[src/rtl/htld_pkg.sv]
`default_nettype none

package htld_pkg;

    localparam int MAX_LEAVES_DEF = 256;

    localparam int LEAF_TOTAL_W = 9;
    localparam logic [LEAF_TOTAL_W-1:0] LEAF_TOTAL_RST = 9'd256;

    // request modes
    localparam logic [1:0] MODE_START  = 2'd0;
    localparam logic [1:0] MODE_LOAD   = 2'd1;
    localparam logic [1:0] MODE_DECODE = 2'd2;

    // result status codes
    localparam logic [1:0] ST_OK   = 2'd0;
    localparam logic [1:0] ST_SYM  = 2'd1;
    localparam logic [1:0] ST_DONE = 2'd2;
    localparam logic [1:0] ST_ERR  = 2'd3;

    typedef struct packed {
        logic [1:0] mode;
        logic       node_is_leaf;
        logic [7:0] leaf_byte;
        logic       code_bit;
    } htld_in_t;

    typedef struct packed {
        logic [1:0] status;
        logic [7:0] symbol;
    } htld_out_t;

    typedef struct packed {
        logic start;
        logic push;
        logic pop;
    } stack_cmd_t;

    typedef struct packed {
        logic attr_we;
        logic right_we;
        logic rd_en;
    } node_cmd_t;

endpackage

`default_nettype wire

[src/rtl/htld_slot_stack.sv]
`default_nettype none

module htld_slot_stack
    import htld_pkg::*;
#(
    parameter int MAX_LEAVES = MAX_LEAVES_DEF,
    localparam int NW = $clog2(2 * MAX_LEAVES),
    localparam int DW = $clog2(MAX_LEAVES + 1),
    localparam int SW = NW + 1
)
(
    input  wire logic            clk,
    input  wire logic            rst_n,
    input  wire stack_cmd_t      cmd,
    input  wire logic [NW-1:0]   node_idx,
    output logic      [DW-1:0]   depth,
    output logic      [SW-1:0]   top
);

    localparam int SAW = $clog2(MAX_LEAVES);

    // entries below the top live in memory; the top is held in a register
    logic [SW-1:0]  slot_mem [MAX_LEAVES];
    logic [SW-1:0]  rdata_reg;

    logic [SW-1:0]  top_reg;
    logic [SW-1:0]  top_next;
    logic           from_mem_reg;
    logic           from_mem_next;
    logic [DW-1:0]  depth_reg;
    logic [DW-1:0]  depth_next;

    logic           wr_en;
    logic [SAW-1:0] wr_addr;
    logic [SW-1:0]  wr_data;
    logic           rd_en;
    logic [SAW-1:0] rd_addr;

    assign top   = from_mem_reg ? rdata_reg : top_reg;
    assign depth = depth_reg;

    always_comb
    begin
        top_next      = top;
        from_mem_next = 1'b0;
        depth_next    = depth_reg;
        wr_en         = 1'b0;
        wr_addr       = SAW'(depth_reg - DW'(1));
        wr_data       = {node_idx, 1'b1};
        rd_en         = 1'b0;
        rd_addr       = SAW'(depth_reg - DW'(2));
        priority if (cmd.start)
        begin
            // root right slot below, root left slot on top
            wr_en      = 1'b1;
            wr_addr    = '0;
            wr_data    = {NW'(0), 1'b1};
            top_next   = {NW'(0), 1'b0};
            depth_next = DW'(2);
        end
        else if (cmd.push)
        begin
            // popped slot becomes the right slot, left slot goes on top
            wr_en      = 1'b1;
            top_next   = {node_idx, 1'b0};
            depth_next = depth_reg + DW'(1);
        end
        else if (cmd.pop)
        begin
            depth_next = depth_reg - DW'(1);
            if (depth_reg > DW'(1))
            begin
                rd_en         = 1'b1;
                from_mem_next = 1'b1;
            end
        end
        else
        begin
            from_mem_next = 1'b0;
        end
    end

    always_ff @(posedge clk)
    begin
        if (wr_en)
        begin
            slot_mem[wr_addr] <= wr_data;
        end
        if (rd_en)
        begin
            rdata_reg <= slot_mem[rd_addr];
        end
    end

    always_ff @(posedge clk or negedge rst_n)
    begin
        if (!rst_n)
        begin
            top_reg      <= '0;
            from_mem_reg <= 1'b0;
            depth_reg    <= '0;
        end
        else
        begin
            top_reg      <= top_next;
            from_mem_reg <= from_mem_next;
            depth_reg    <= depth_next;
        end
    end

endmodule

`default_nettype wire

[config.mk]
export PLATFORM = sky130hd
export DESIGN_NAME = htld_slot_stack
export DESIGN_NICKNAME = d
export VERILOG_FILES = /design/src/rtl/htld_pkg.sv /design/src/rtl/htld_slot_stack.sv
export SDC_FILE = /design/constraint.sdc
export NUM_CORES = 2
export LEC_CHECK = 0
export BUFFER_PORTS_ARGS = -buffer_cell sky130_fd_sc_hd__buf_2
export CORE_ASPECT_RATIO = 0.7
export CORE_MARGIN = 5
export CORE_UTILIZATION = 38
export CTS_CLUSTER_SIZE = 12
export DETAILED_ROUTE_END_ITERATION = 6
export PLACE_DENSITY = 0.63
export SYNTH_ARGS = -nofsm -noshare
export SYNTH_HDL_FRONTEND = slang
export SYNTH_SLANG_ARGS = --single-unit
[constraint.sdc]
create_clock -name clk -period 6.1 [get_ports clk]
set_input_delay 0 -clock clk [delete_from_list [all_inputs] [get_ports clk]]
set_output_delay 0 -clock clk [all_outputs]
set_load 0.05 [all_outputs]
After elaboration in Yosys (flattened, before gate mapping) --
Memories as Yosys holds them, arrays and structs flattened. A register that Yosys moved wholly into a read port is not among the register bits. Index checks and enable logic that the tools add are counted.
Operators by class: multiplexer cells 16, order comparisons 1, reduce and logical (&&, ||, !) cells 1, add/sub/neg operators 3
Operator list (count):
- 10-bit two-way mux | 4
- 9-bit two-way mux | 3
- 9-bit by 1-bit adder with 9-bit output, second input constant | 1
- 9-bit by 1-bit > comparator with 1-bit output, second input constant | 1
- 9-bit by 1-bit subtractor with 9-bit output, second input constant | 1
- 1-bit two-way mux | 8
- 8-bit two-way mux | 1
- 8-bit by 2-bit subtractor with 8-bit output, second input constant | 1
- 3-bit nonzero test | 1
Storage, ports and cells: bits in writable memories 2560, memories 1, output and inout port bits 19, register bits after elaboration 20, logic and storage cells 25
Memories:
- slot_mem | words 256, bits a word 10, read ports 1, clocked after memory_dff 1, write ports 1, RTL line htld_slot_stack.sv:23 | logic [SW-1:0] slot_mem [MAX_LEAVES];

Longest topological paths before layout --
depth in word-level cells 5, depth in mapped cells 18, gate-level depth less buffers 9

Least setup slack after synthesis --
No wires, ideal clock.
path type input port to flip-flop, start input cmd[2] (netlist name), end memory slot_mem[0][8] (netlist name) (data pin), data required time 4.647 ns, setup time 1.453 ns, data arrival time 6.659 ns, cell stages on the path 3, path slack -2.012 ns, cells stage by stage clkbuf_1 -> clkbuf_1 -> nor2b_1
On the way: word-level cells in the longest chain between the ends 1
RTL lines:
- start, declared | RTL line htld_slot_stack.sv:14 | input wire stack_cmd_t cmd,
- 10-bit two-way mux | RTL line htld_slot_stack.sv:52 | priority if (cmd.start)
- named net wr_data[8] | RTL line htld_slot_stack.sv:35 | logic [SW-1:0] wr_data;
- end, declared | RTL line htld_slot_stack.sv:23
The timed path passes the listed nets, and every way through them passes these cells.

Worst setup path in the final report --
start register depth_reg[3] (netlist: depth[3]), end register rdata_reg[9], read port of slot_mem (data pin)
On the way: word-level cells in the longest chain between the ends 5
RTL lines:
- start, declared | RTL line htld_slot_stack.sv:30 | logic [DW-1:0] depth_reg;
- start signal, assigned | RTL line htld_slot_stack.sv:107 | depth_reg <= depth_next;
- 9-bit by 1-bit > comparator with 1-bit output | RTL line htld_slot_stack.sv:71 | if (depth_reg > DW'(1))
- 1-bit two-way mux | RTL line htld_slot_stack.sv:71
- 1-bit two-way mux | RTL line htld_slot_stack.sv:68 | else if (cmd.pop)
- 1-bit two-way mux | RTL line htld_slot_stack.sv:61 | else if (cmd.push)
- 1-bit two-way mux | RTL line htld_slot_stack.sv:52
- end, declared | RTL line htld_slot_stack.sv:24 | logic [SW-1:0] rdata_reg;
Several ways; a longest one is shown, not always the timed one. A chain may end at the register's enable or synchronous reset.

==> run_summary.xml <==
<?xml version="1.0" encoding="UTF-8"?>
<metrics>
  <group name="clocking">
    <metric name="clock_path_buffers" unit="">4</metric>
    <metric name="cts_tree" unit="">yes</metric>
    <metric name="htreeDepth" unit="">4</metric>
    <metric name="clock_pin_slew_on_the_worst_setup_and_hold_paths" unit="ps">60</metric>
    <metric name="cts_inserted_buffers" unit="">224</metric>
    <metric name="cts_sinks" unit="">2333</metric>
    <metric name="clkLatencyLatePin" unit="ps">870</metric>
    <metric name="postCtsResizedCells" unit="">0</metric>
    <metric name="cts_root_buf" unit="">sky130_fd_sc_hd__clkbuf_16</metric>
  </group>
  <group name="routing">
    <metric name="vias" unit="">44700</metric>
    <metric name="route.final.wire_length" unit="um">233000</metric>
    <metric name="wire_per_inst" unit="um">30.9</metric>
    <metric name="drtPass1Iterations" unit="">5</metric>
    <metric name="detail-route-antenna-nets" unit="">0</metric>
    <metric name="drt-vias-per-instance" unit="">5.93</metric>
    <metric name="post-route-drc-count" unit="">0</metric>
    <metric name="drtIter0Drc" unit="">6423</metric>
  </group>
  <group name="power">
    <metric name="power_density" unit="nW/um^2">337</metric>
    <metric name="p_leak" unit="uW">0.0309</metric>
    <metric name="post-layout-total-power" unit="uW">34000</metric>
    <metric name="irDropWorstVdd" unit="mV">0.217</metric>
  </group>
  <group name="place">
    <metric name="place_worst_setup_slack" unit="ps">731</metric>
    <metric name="dpl.hpwl" unit="um">139000</metric>
    <metric name="finalWeightedCongestion" unit="">0.873</metric>
    <metric name="i_o_buffers" unit="">32</metric>
  </group>
  <group name="global_routing">
    <metric name="grt_first_pass_wirelength" unit="um">333000</metric>
    <metric name="grt-ovfl-total" unit="">0</metric>
    <metric name="largest_net_degree_at_the_start_of_global_routing" unit="">193</metric>
    <metric name="grt_use_total" unit="">0.185</metric>
    <metric name="antenna_found_initial" unit="">13</metric>
    <metric name="grt_pass1_vias" unit="">43300</metric>
  </group>
  <group name="logic_synthesis">
    <metric name="yosys.cell_count.top_type" unit="">sky130_fd_sc_hd__edfxtp_1</metric>
    <metric name="ys.warnings.count" unit="">0</metric>
    <metric name="synth_area_per_cell" unit="um^2">21.8</metric>
    <metric name="top_post_synthesis_cells_by_area" unit="">sky130_fd_sc_hd__edfxtp_1, sky130_fd_sc_hd__mux4_2, sky130_fd_sc_hd__nor2_1</metric>
    <metric name="postSynthRegisterBits" unit="">2333</metric>
    <metric name="seq_area_frac_synth" unit="">0.773</metric>
    <metric name="post-synth-top-area-fraction" unit="">0.767</metric>
    <metric name="ys_top_cells_by_count" unit="">sky130_fd_sc_hd__edfxtp_1, sky130_fd_sc_hd__mux4_2, sky130_fd_sc_hd__nor2_1</metric>
    <metric name="async_flop_share" unit="">0.00857</metric>
    <metric name="synth-edff-count" unit="">2313</metric>
    <metric name="post_synth_inst_count" unit="">4146</metric>
    <metric name="yosys.cell_types.count" unit="">65</metric>
    <metric name="synth.cell_area" unit="um^2">90500</metric>
    <metric name="syn_nets" unit="">4166</metric>
    <metric name="yosysTopAreaCell" unit="">sky130_fd_sc_hd__edfxtp_1</metric>
    <metric name="synth_top_flop_cell" unit="">sky130_fd_sc_hd__edfxtp_1</metric>
  </group>
  <group name="critical_path">
    <metric name="critPathLaunchType" unit="">register</metric>
    <metric name="timing.critical_path.buf_inv" unit="">0</metric>
    <metric name="cp_num_cells" unit="">7</metric>
    <metric name="crit-reg2reg-launch" unit="">depth[3]$_DFFE_PN0P_</metric>
    <metric name="crit_path_max_incr_delay" unit="ps">1320</metric>
    <metric name="worst_setup_path_end_kind" unit="">register</metric>
    <metric name="timing.rr.end" unit="">rdata_reg[9]$_DFFE_PP_</metric>
    <metric name="worst_path_max_delay_cell" unit="">sky130_fd_sc_hd__a2111oi_0</metric>
    <metric name="cp_max_fo" unit="">45</metric>
    <metric name="ff2ff_path_depth" unit="">7</metric>
    <metric name="timing.critical_path.cells" unit="">or4_4 -&gt; nand2_4 -&gt; and2_2 -&gt; a221oi_1 -&gt; a2111oi_0 -&gt; nand4_1 -&gt; nor3_2</metric>
    <metric name="crit_required" unit="ps">6800</metric>
    <metric name="reg2reg_slack" unit="ps">440</metric>
    <metric name="critical-path-top-delay-family" unit="">simple AND/OR/NAND/NOR gates</metric>
    <metric name="signal_arrival_time_at_the_worst_endpoint" unit="ps">6360</metric>
    <metric name="timing_worst_setup_path_type" unit="">reg2reg</metric>
  </group>
  <group name="floorplan">
    <metric name="die_h" unit="um">418</metric>
    <metric name="std_cell_rows" unit="">149</metric>
    <metric name="num_io_pins" unit="">33</metric>
    <metric name="die_width" unit="um">593</metric>
    <metric name="initial_core_utilization" unit="">0.383</metric>
    <metric name="area_inside_the_core_boundary" unit="um^2">236000</metric>
    <metric name="floorplan.die_area" unit="um^2">248000</metric>
  </group>
  <group name="sta">
    <metric name="slew_headroom" unit="">0.00519</metric>
    <metric name="fin_setup_tns" unit="ps">0</metric>
    <metric name="fin_crit" unit="ps">5660</metric>
    <metric name="timing.hold.ws" unit="ps">143</metric>
    <metric name="setup_viol" unit="">0</metric>
    <metric name="post-route-period-util" unit="">0.928</metric>
    <metric name="drv_slew" unit="">0</metric>
    <metric name="rsz_0062_raised_after_global_routing" unit="">false</metric>
    <metric name="finalWorstSetupSlack" unit="ps">440</metric>
    <metric name="final.setup_skew" unit="ps">52.7</metric>
    <metric name="max_freq" unit="MHz">177</metric>
    <metric name="timing.final.hold_violations" unit="">0</metric>
    <metric name="timing_worst_slew_pin_value" unit="ps">1450</metric>
  </group>
  <group name="final_layout">
    <metric name="final_layout_size_suffix_gt1_frac" unit="">0.239</metric>
    <metric name="multiInputGateArea" unit="um^2">19400</metric>
    <metric name="nNetsFinal" unit="">4318</metric>
    <metric name="layout.filler_cells" unit="">20100</metric>
    <metric name="largest_reg_flops" unit="">2304</metric>
    <metric name="ff_latch_area" unit="um^2">70000</metric>
    <metric name="layout-area-overhead-vs-synth" unit="%">11.3</metric>
  </group>
  <group name="status">
    <metric name="status" unit="">finished, violations left</metric>
    <metric name="violations_in_the_final_reports" unit="">max-capacitance violations</metric>
  </group>
  <group name="hold_path">
    <metric name="hold_path_class" unit="">in2reg</metric>
    <metric name="hold_depth" unit="">3</metric>
    <metric name="hold_path_startpoint" unit="">node_idx[4]</metric>
    <metric name="hold_path_end" unit="">slot_mem[203][5]$_DFFE_PP_</metric>
  </group>
  <group name="run">
    <metric name="drv.max_cap_violation_count" unit="">2</metric>
  </group>
</metrics>
-- power breakdown --
part / switching [uW] / total, uW / internal (uW)
registers: 50.7 / 17800 / 17700
logic: 2530 / 3880 / 1350
clock network: 5560 / 12300 / 6780
total: 8130 / 34000 / 25800
-- cell families after synthesis --
family | share of synthesized area
flops | 0.773
xor+xnor | 0.00153
simple gates | 0.0299
mux | 0.155
compound gates | 0.0254
fa+ha+maj | 0.000829
buf+inv | 0.0144
-- cells in the final DEF (no fill, tap or decap), types with 11 or more instances in the layout --
cell type                       count
sky130_fd_sc_hd__clkbuf_16        227
sky130_fd_sc_hd__buf_12            14
sky130_fd_sc_hd__diode_2           12
sky130_fd_sc_hd__clkbuf_1          38
sky130_fd_sc_hd__a21oi_1           40
sky130_fd_sc_hd__a2111oi_1         18
sky130_fd_sc_hd__dfrtp_1           18
sky130_fd_sc_hd__nor2_1           278
sky130_fd_sc_hd__a22oi_1           54
sky130_fd_sc_hd__dlygate4sd3_1     16
sky130_fd_sc_hd__nand2_1          132
sky130_fd_sc_hd__nand3_1           41
sky130_fd_sc_hd__a22o_1            46
sky130_fd_sc_hd__nor2b_1           12
sky130_fd_sc_hd__edfxtp_1        2313
sky130_fd_sc_hd__a221oi_1          11
sky130_fd_sc_hd__nor3_1            26
sky130_fd_sc_hd__o221ai_1          27
sky130_fd_sc_hd__buf_4            107
sky130_fd_sc_hd__mux4_2           595
sky130_fd_sc_hd__buf_2             32
sky130_fd_sc_hd__mux2i_1           54
sky130_fd_sc_hd__a2111oi_0         25
sky130_fd_sc_hd__and3_1            42
-- layer usage --
| metal | vias to the layer above | part of all wire | global-route usage |
|---|---|---|---|
| li1 | 17700 | - | - |
| met1 | 24000 | 0.44 | 0.296 |
| met2 | 2716 | 0.42 | 0.250 |
| met3 | 270 | 0.12 | 0.0556 |
| met4 | 0 | 0.017 | 0.0325 |
| met5 | - | 0 | 0 |
-- final cells by class --
cell class	count	share of cell area
antenna	12	0.000298
clock buffer	265	0.0578
clock inverter	14	0.00174
inverter	5	0.000186
multi-input combinational	1564	0.192
sequential	2333	0.694
tap	3171	0.0394
timing repair buffer	170	0.0140
-- worst register-to-register path: stages (launching register included) --
cell and delay (ps):
sky130_fd_sc_hd__dfrtp_1 720, sky130_fd_sc_hd__or4_4 750, sky130_fd_sc_hd__nand2_4 490, sky130_fd_sc_hd__and2_2 900, sky130_fd_sc_hd__a221oi_1 550, sky130_fd_sc_hd__a2111oi_0 1320
sky130_fd_sc_hd__nand4_1 470, sky130_fd_sc_hd__nor3_2 280
-- what timing repair did --
action                     in CTS  in global routing
setup endpoints to repair       0                  0
hold buffers                   16                  0
hold endpoints to repair      637                  0
setup buffers                   0                  0
-- stage by stage --
| stage | std cells | util | area [um^2] |
|---|---|---|---|
| 6_report | 7534 | 0.426 | 101000 |
| 3_5_place_dp | 7226 | 0.400 | 94600 |
| 3_3_place_gp | 7226 | 0.400 | 94600 |
| 2_1_floorplan | 4146 | - | 90500 |
| 5_1_grt | 7522 | 0.426 | 101000 |
| 4_1_cts | 7521 | 0.426 | 101000 |
-- how the worst max path moves through the flow --
| stage | startpoint | to | slack (ps) |
|---|---|---|---|
| floorplan | cmd[2] | slot_mem[0][9]$_DFFE_PP_ | -1800 |
| global placement | depth[3]$_DFFE_PN0P_ | rdata_reg[9]$_DFFE_PP_ | 790 |
| detailed placement | depth[3]$_DFFE_PN0P_ | rdata_reg[7]$_DFFE_PP_ | 730 |
| CTS | depth[3]$_DFFE_PN0P_ | rdata_reg[9]$_DFFE_PP_ | 720 |
| global route | depth[3]$_DFFE_PN0P_ | rdata_reg[9]$_DFFE_PP_ | 530 |
| finish | depth[3]$_DFFE_PN0P_ | rdata_reg[9]$_DFFE_PP_ | 440 |
Note: power is estimated with default switching activity, not from simulation.
